<file path="config.mk">
export PLATFORM = sky130hd
export DESIGN_NAME = spci_ctrl
export DESIGN_NICKNAME = d
export VERILOG_FILES = /design/src/design/spci_pkg.sv /design/src/design/spci_ctrl.sv
export SDC_FILE = /design/constraint.sdc
export NUM_CORES = 1
export LEC_CHECK = 0
export ABC_AREA = 0
export BUFFER_PORTS_ARGS = -buffer_cell sky130_fd_sc_hd__buf_4
export CORE_AREA = 4 4 41 43
export DETAILED_ROUTE_END_ITERATION = 12
export DIE_AREA = 0 0 45 47
export GPL_TIMING_DRIVEN = 0
export PLACE_DENSITY_LB_ADDON = 0.3
export SLEW_MARGIN = 25
export SYNTH_ARGS = -nofsm -noshare
export SYNTH_HDL_FRONTEND = slang
export SYNTH_SLANG_ARGS = --single-unit
export TNS_END_PERCENT = 50
</file>
<file path="constraint.sdc">
create_clock -name clk -period 1 [get_ports clk]
set_input_delay 0.1 -clock clk [delete_from_list [all_inputs] [get_ports clk]]
set_output_delay 0.1 -clock clk [all_outputs]
set_load 0.02 [all_outputs]
</file>
<file path="src/design/spci_pkg.sv">
// ----------------------------------------------------------------------------
// spci_pkg
// Widths, register indexes, reset values and controller-to-datapath command
// types shared by the speed loop modules.
// ----------------------------------------------------------------------------
package spci_pkg;

    // Field widths (Q16.16 quantities are held only as wide as their range)
    localparam int SPEED_W    = 24;
    localparam int ACCEL_W    = 23;
    localparam int DT_W       = 17;
    localparam int GAIN_W     = 23;
    localparam int CEIL_W     = 22;
    localparam int ERR_W      = SPEED_W + 1;
    localparam int WORD_W     = 32;
    localparam int FRAC_W     = 16;
    localparam int PROD_W     = GAIN_W + 1 + WORD_W;
    localparam int ACC_W      = 42;
    localparam int BOUND_W    = 31;

    // Shared divider
    localparam int DIV_NUM_W  = 41;
    localparam int DIV_DEN_W  = 23;
    localparam int DIV_CNT_W  = 6;

    // Stream and configuration ports
    localparam int S_DATA_W   = 88;
    localparam int M_DATA_W   = 32;
    localparam int CFG_IDX_W  = 3;
    localparam int CFG_DATA_W = 23;

    // Standstill thresholds: 0.05 m/s and 0.1 m/s
    localparam logic signed [SPEED_W-1:0] TARGET_NEAR_ZERO = 24'sd3276;
    localparam logic signed [SPEED_W-1:0] SPEED_NEAR_ZERO  = 24'sd6553;

    // Register reset values
    localparam logic [GAIN_W-1:0]          GAIN_P_RST     = 23'd65536;
    localparam logic [GAIN_W-1:0]          GAIN_I_RST     = 23'd0;
    localparam logic [GAIN_W-1:0]          GAIN_D_RST     = 23'd0;
    localparam logic [GAIN_W-1:0]          INT_LIMIT_RST  = 23'd65536;
    localparam logic signed [ACCEL_W-1:0]  ACCEL_FLOOR_RST = -23'sd327680;
    localparam logic [CEIL_W-1:0]          ACCEL_CEIL_RST = 22'd131072;
    localparam logic [CEIL_W-1:0]          HOLD_DECEL_RST = 22'd65536;

    // Configuration register indexes
    typedef enum logic [CFG_IDX_W-1:0] {
        CFG_GAIN_P      = 3'd0,
        CFG_GAIN_I      = 3'd1,
        CFG_GAIN_D      = 3'd2,
        CFG_INT_LIMIT   = 3'd3,
        CFG_ACCEL_FLOOR = 3'd4,
        CFG_ACCEL_CEIL  = 3'd5,
        CFG_HOLD_DECEL  = 3'd6
    } cfg_reg_t;

    // Operand pair of the shared multiplier
    typedef enum logic [1:0] {
        MUL_ERR_DT,
        MUL_P,
        MUL_I,
        MUL_D
    } mul_sel_t;

    // Accumulator operation
    typedef enum logic [1:0] {
        ACC_HOLD,
        ACC_INIT,
        ACC_ADD
    } acc_op_t;

    // Which quotient the divider produces
    typedef enum logic {
        DIV_DERIV,
        DIV_BOUND
    } div_sel_t;

    typedef struct packed {
        logic     load;
        logic     clear;
        logic     div_start;
        div_sel_t div_sel;
        mul_sel_t mul_sel;
        acc_op_t  acc_op;
        logic     prop_en;
        logic     clamp_en;
        logic     commit;
    } dp_cmd_t;

    typedef struct packed {
        logic div_done;
    } dp_status_t;

endpackage

</file>
<file path="src/design/spci_ctrl.sv">
// ----------------------------------------------------------------------------
// spci_ctrl
// Step sequencer: accepts requests, runs the two divisions and the
// multiply-accumulate sequence, and owns the output valid flag.
// ----------------------------------------------------------------------------
module spci_ctrl
    import spci_pkg::*;
(
    input  logic       clk,
    input  logic       rst_n,
    input  logic       s_tvalid,
    input  logic       s_tuser,
    output logic       s_tready,
    output logic       m_tvalid,
    input  logic       m_tready,
    output dp_cmd_t    cmd,
    input  dp_status_t status
);

    typedef enum logic [3:0] {
        ST_IDLE,
        ST_DIVD_START,
        ST_DIVD_WAIT,
        ST_DIVB_START,
        ST_DIVB_WAIT,
        ST_MUL_E,
        ST_PROP,
        ST_MUL_I,
        ST_MUL_D,
        ST_ACC,
        ST_CLAMP,
        ST_COMMIT
    } state_t;

    state_t state_reg;
    state_t state_next;
    logic   out_valid_reg;
    logic   out_valid_next;
    logic   accept;

    assign s_tready = (state_reg == ST_IDLE);
    assign accept   = s_tvalid && s_tready;
    assign m_tvalid = out_valid_reg;

    // Decode commands and the next state
    always_comb
    begin
        state_next    = state_reg;
        cmd           = '0;
        cmd.div_sel   = DIV_DERIV;
        cmd.mul_sel   = MUL_ERR_DT;
        cmd.acc_op    = ACC_HOLD;

        case (state_reg)
            ST_IDLE:
            begin
                if (accept)
                begin
                    cmd.load  = !s_tuser;
                    cmd.clear = s_tuser;
                    state_next = s_tuser ? ST_IDLE : ST_DIVD_START;
                end
            end
            ST_DIVD_START:
            begin
                cmd.div_start = 1'b1;
                cmd.div_sel   = DIV_DERIV;
                state_next    = ST_DIVD_WAIT;
            end
            ST_DIVD_WAIT:
            begin
                if (status.div_done)
                    state_next = ST_DIVB_START;
            end
            ST_DIVB_START:
            begin
                cmd.div_start = 1'b1;
                cmd.div_sel   = DIV_BOUND;
                state_next    = ST_DIVB_WAIT;
            end
            ST_DIVB_WAIT:
            begin
                if (status.div_done)
                    state_next = ST_MUL_E;
            end
            ST_MUL_E:
            begin
                cmd.mul_sel = MUL_ERR_DT;
                state_next  = ST_PROP;
            end
            ST_PROP:
            begin
                cmd.prop_en = 1'b1;
                cmd.mul_sel = MUL_P;
                cmd.acc_op  = ACC_INIT;
                state_next  = ST_MUL_I;
            end
            ST_MUL_I:
            begin
                cmd.mul_sel = MUL_I;
                cmd.acc_op  = ACC_ADD;
                state_next  = ST_MUL_D;
            end
            ST_MUL_D:
            begin
                cmd.mul_sel = MUL_D;
                cmd.acc_op  = ACC_ADD;
                state_next  = ST_ACC;
            end
            ST_ACC:
            begin
                cmd.acc_op = ACC_ADD;
                state_next = ST_CLAMP;
            end
            ST_CLAMP:
            begin
                cmd.clamp_en = 1'b1;
                state_next   = ST_COMMIT;
            end
            ST_COMMIT:
            begin
                // Hold until the output register is free
                if (!out_valid_reg || m_tready)
                begin
                    cmd.commit = 1'b1;
                    state_next = ST_IDLE;
                end
            end
            default:
            begin
                state_next = ST_IDLE;
            end
        endcase

        if (cmd.commit)
            out_valid_next = 1'b1;
        else if (m_tready)
            out_valid_next = 1'b0;
        else
            out_valid_next = out_valid_reg;
    end

    // State and output valid
    always_ff @(posedge clk or negedge rst_n)
    begin
        if (!rst_n)
        begin
            state_reg     <= ST_IDLE;
            out_valid_reg <= 1'b0;
        end
        else
        begin
            state_reg     <= state_next;
            out_valid_reg <= out_valid_next;
        end
    end

endmodule

</file>
## Word-level counts from Yosys, hierarchy flattened

Cells that the tools add are included.

| word-level totals | value |
|---|---|
| register bits | 5 |
| output and inout port bits | 13 |

| cells by class | value |
|---|---|
| equality and inequality tests | 15 |
| mux-type cells | 17 |
| reduce and logical (&&, ||, !) cells | 8 |

Operators with widths:

| operator | number |
|---|---|
| $pmux 4 s12 | 1 |
| $eq 4x3->1 const B | 4 |
| $eq 4x4->1 const B | 4 |
| $mux 4 | 4 |
| $eq 4x2->1 const B | 2 |
| $pmux 2 s2 | 2 |
| $mux 1 | 7 |
| $ne 2x2->1 const B | 3 |
| $pmux 2 s3 | 1 |
| $eq 4x1->1 const B | 1 |
| $logic_not 4->1 | 1 |
| $mux 2 | 2 |
| $reduce_and 4->1 | 1 |
| $reduce_or 3->1 | 1 |
| $logic_not 1->1 | 2 |
| $ne 2x1->1 const B | 1 |
| $reduce_bool 2->1 | 1 |
| $logic_and 1x1->1 | 1 |
| $logic_or 1x1->1 | 1 |

## Logic depth before layout (Yosys ltp)

| logic depth | value |
|---|---|
| depth in word-level cells | 5 |
| depth in mapped cells | 5 |

## Least setup slack after synthesis

OpenSTA, ideal clock, no wires.

| timing | value |
|---|---|
| path type | reg-to-output |
| start point | reg state_reg[0] |
| end point | out cmd[10] (netlist bit) |
| arrival time | 1.324 ns |
| setup slack | -0.424 ns |
| cell stages (with the launch flop) | 5 |
| path buffers | 1 |
| cell sequence | dfrtp_1 -> buf_4 -> nor4_4 -> nand2_1 -> nor2_1 |

RTL lines:

| item | line | source |
|---|---|---|
| start: declaration | spci_ctrl.sv:35 | `state_t state_reg;` |
| start signal: assignment | spci_ctrl.sv:153 | `state_reg <= state_next;` |
| end: declaration | spci_ctrl.sv:16 | `output dp_cmd_t cmd,` |

==> impl_metrics.yaml <==
status:
  status: "complete, but fails checks"
  failing_checks: "setup timing"
layout:
  final.fill_count: 125
  area_taken_by_multi_input_logic_gates_um2: 303
  regArea_um2: 128
  layout-drive-gt1-share_pct: 69.9
  num-nets-final: 90
  final_core_density_pct: 63.0
  n_diodes: 0
  layout-area-overhead-vs-synth_pct: 103
  postLayoutCellArea_um2: 820
  max_reg_flops: 4
grt:
  antenna_violations_before_repair: 0
  grt_first_pass_wirelength_mm: 2.06
  first_global_vias: 500
  grt_usage_pct: 13.8
  grt_max_degree: 8
  grt_overflow_total: 0
placement:
  instance_area_after_placement_um2: 577
  dp.final_hpwl_um: 743
  port-buffer-count: 18
  finalWeightedCongestion: 0.732
critical_path:
  worst_setup_sp: "state_reg[2]"
  worstPathMaxFanout: 4
  crit_path_leading_delay_family: "flip-flops"
  critical-path-max-stage-delay_ns: 0.41
  worst-endpoint-required_ns: 0.90
  worst_path_cell_with_the_longest_stage_delay: "sky130_fd_sc_hd__dfrtp_1"
  cp.depth: 5
  arrival_ns: 1.40
  critical_path.endpoint: "cmd[1]"
  worst_r2r_path_depth: 4
  critical_path_class: "reg2out"
  start_kind: "flop"
  launch_point_of_the_worst_reg_to_reg_path: "state_reg[1]"
  timing.reg2reg.setup_slack_ns: -0.31
  crit_path_cell_trace: "nand2b_4, buf_4, buf_6, nor3b_4, buf_6"
  crit_buf_inv: 3
  r2r_end: "state_reg[0]"
  cell_mode_on_critical_path: "sky130_fd_sc_hd__buf_6"
  endpoint_class_of_the_critical_path: "primary output"
logic_synthesis:
  synth_cell_types: 24
  synth_area_leaders: "sky130_fd_sc_hd__dfrtp_1, sky130_fd_sc_hd__buf_4, sky130_fd_sc_hd__nor2_1"
  top_cells_by_instance_count_after_synthesis: "sky130_fd_sc_hd__nor2_1, sky130_fd_sc_hd__buf_4, sky130_fd_sc_hd__dfrtp_1"
  synth.mux.area_fraction_pct: 0
  yosys.area_share.simple_pct: 36.6
  synthesis.area_um2: 403
  yosys_warning_count: 0
  postSynthCellCount: 46
  synth_top_family_by_area: "simple AND/OR/NAND/NOR gates"
  synth_xor_area_share_pct: 2.17
  synthesis.nets: 52
  synth_flop_cell: "sky130_fd_sc_hd__dfrtp_1"
  synth-edff-count: 0
  yosys.area.top_type: "sky130_fd_sc_hd__dfrtp_1"
  fraction_of_the_yosys_area_taken_by_sequential_cells_pct: 31.1
  post-synth-top-count-cell: "sky130_fd_sc_hd__nor2_1"
  synth-adder-area-share_pct: 0
  asyncSetResetFlopFracSynth_pct: 100
  synth_compound_area_share_pct: 18.9
  netlist.area_leader.share_pct: 31.1
  ffs_latches_synth: 5
  synthesis.area_per_instance_um2: 8.76
timing:
  clock_skew_after_layout_ns: 0.000319
  worst_slack_ns: -0.497
  worst_hold_slack_ns: 0.180
  rsz0062_at_grt: "true"
  slew_headroom_pct: 81.7
  tightest_slew_ns: 0.273
  final_max_slew_viol_count: 0
  upper_clock_frequency_limit_mhz: 668
  period_share_pct: 150
  timing.final.setup_violations: 17
  hold_violations: 0
  timing.final.crit_period_ns: 1.50
route:
  detailroute.via_count: 513
  drtAntennaViolNets: 0
  drt-total-wl_mm: 1.35
  drc: 0
  routed_via_density: 5.23
  routed_wire_length_per_instance_um: 13.8
  detail_route.first_pass.iterations: 4
  drt_iter0_markers: 3
hold_path:
  hold_path.class: "in2reg"
  hold_path_depth: 3
clocking:
  clk-insertion-delay-late_ns: 0.24
  cts_tree: "yes"
  clk_pin_slew_worst_paths_ns: 0.04
  tritoncts.num_buffers: 3
  clkSinkCount: 5
  htreeDepth: 1
  clockRootBuffer: "sky130_fd_sc_hd__clkbuf_4"
  ctsLongestPathBuffers: 2
power:
  p_leak_nw: 0.384
  sequentialPowerShare_pct: 15.3
  netSwitchingFraction_pct: 42.9
  power_per_standard_cell_area_nw_per_um2: 3440
  vdd_ir_drop_max_uv: 1590
  power_switching_w: 0.00121
  power.combinational.fraction_pct: 76.4
  p_total_w: 0.00282
  cellInternalPower_w: 0.00161
  clockPowerShare_pct: 8.3
floorplanning:
  die_h_um: 47
  count_of_boundary_i_o_pins: 19
  placement_rows: 13
  die_w_um: 45
  initial_core_util_pct: 31.0
  dieArea_um2: 2120
  core_um2: 1300
run:
  cap_viol_max_count: 0
placed cells by master (no fill, tap or decap), types with 2 or more instances in the layout:
master and instances:
sky130_fd_sc_hd__buf_4 24, sky130_fd_sc_hd__buf_6 12, sky130_fd_sc_hd__clkbuf_4 3, sky130_fd_sc_hd__dfrtp_1 3, sky130_fd_sc_hd__dfrtp_2 2, sky130_fd_sc_hd__nand2_1 2
sky130_fd_sc_hd__nand2_2 2, sky130_fd_sc_hd__nand2b_1 2, sky130_fd_sc_hd__nor2_1 6, sky130_fd_sc_hd__o21ai_1 2
stage by stage:
stage	TNS (ns)	std cells	setup WS (ns)
2_1_floorplan	-2.35	46	-0.355
3_5_place_dp	-2.50	79	-0.356
6_report	-6.00	98	-0.497
4_1_cts	-5.68	95	-0.497
5_1_grt	-7.00	98	-0.604
3_3_place_gp	-2.41	79	-0.342
routing by layer:
metal / vias to the layer above / track usage, % / wire length [um]
met2: 25 / 21.5 / 676
met1: 247 / 15.5 / 520
met5: - / 0 / 0
li1: 235 / - / -
met3: 6 / 4.98 / 99
met4: 0 / 9.94 / 54
how the worst min path moves through the flow:
stage / startpoint / endpoint
after global routing: rst_n / m_tvalid
after global placement: rst_n / m_tvalid
after floorplan: rst_n / m_tvalid
after detailed placement: rst_n / m_tvalid
after CTS: m_tready / m_tvalid
final: m_tready / m_tvalid
power groups by stage:
| stage | combinational (W) | sequential, W | clock, W |
|---|---|---|---|
| floorplan | 0.00101 | 0.000381 | 0 |
| finish | 0.00216 | 0.000432 | 0.000235 |
| global placement | 0.00141 | 0.000391 | 0 |
| CTS | 0.00195 | 0.000428 | 0.000248 |
| global route | 0.00229 | 0.000443 | 0.000261 |
| detailed placement | 0.00142 | 0.000392 | 0 |
cell families (layout without fill, tap and decap cells):
family / count (synthesis) / count (layout)
AND/OR/NAND/NOR: 24 / 24
XOR/XNOR: 1 / 1
AO/OA/AOI/OAI: 10 / 10
buffers and inverters: 6 / 43
flip-flops: 5 / 5
layout make-up:
cell class,instances,share of cell area (%)
buffer,6,8.09
clock buffer,4,3.21
multi-input combinational,35,36.9
sequential,5,15.6
tap,15,2.29
timing repair buffer,33,33.9
worst min-delay path: stages:
cell and delay [ns]:
sky130_fd_sc_hd__buf_4 0.08, sky130_fd_sc_hd__nand2b_1 0.13, sky130_fd_sc_hd__nand2_1 0.06
what timing repair did:
action                     in CTS  in global routing
gates resized for setup        19                  7
setup endpoints to repair      16                 17
gates cloned                    1                  0
hold buffers                    1                  0
hold endpoints to repair        5                  0
pin swaps                      10                  5
setup buffers                  10                  3
Power figures use the tool's default switching activity.
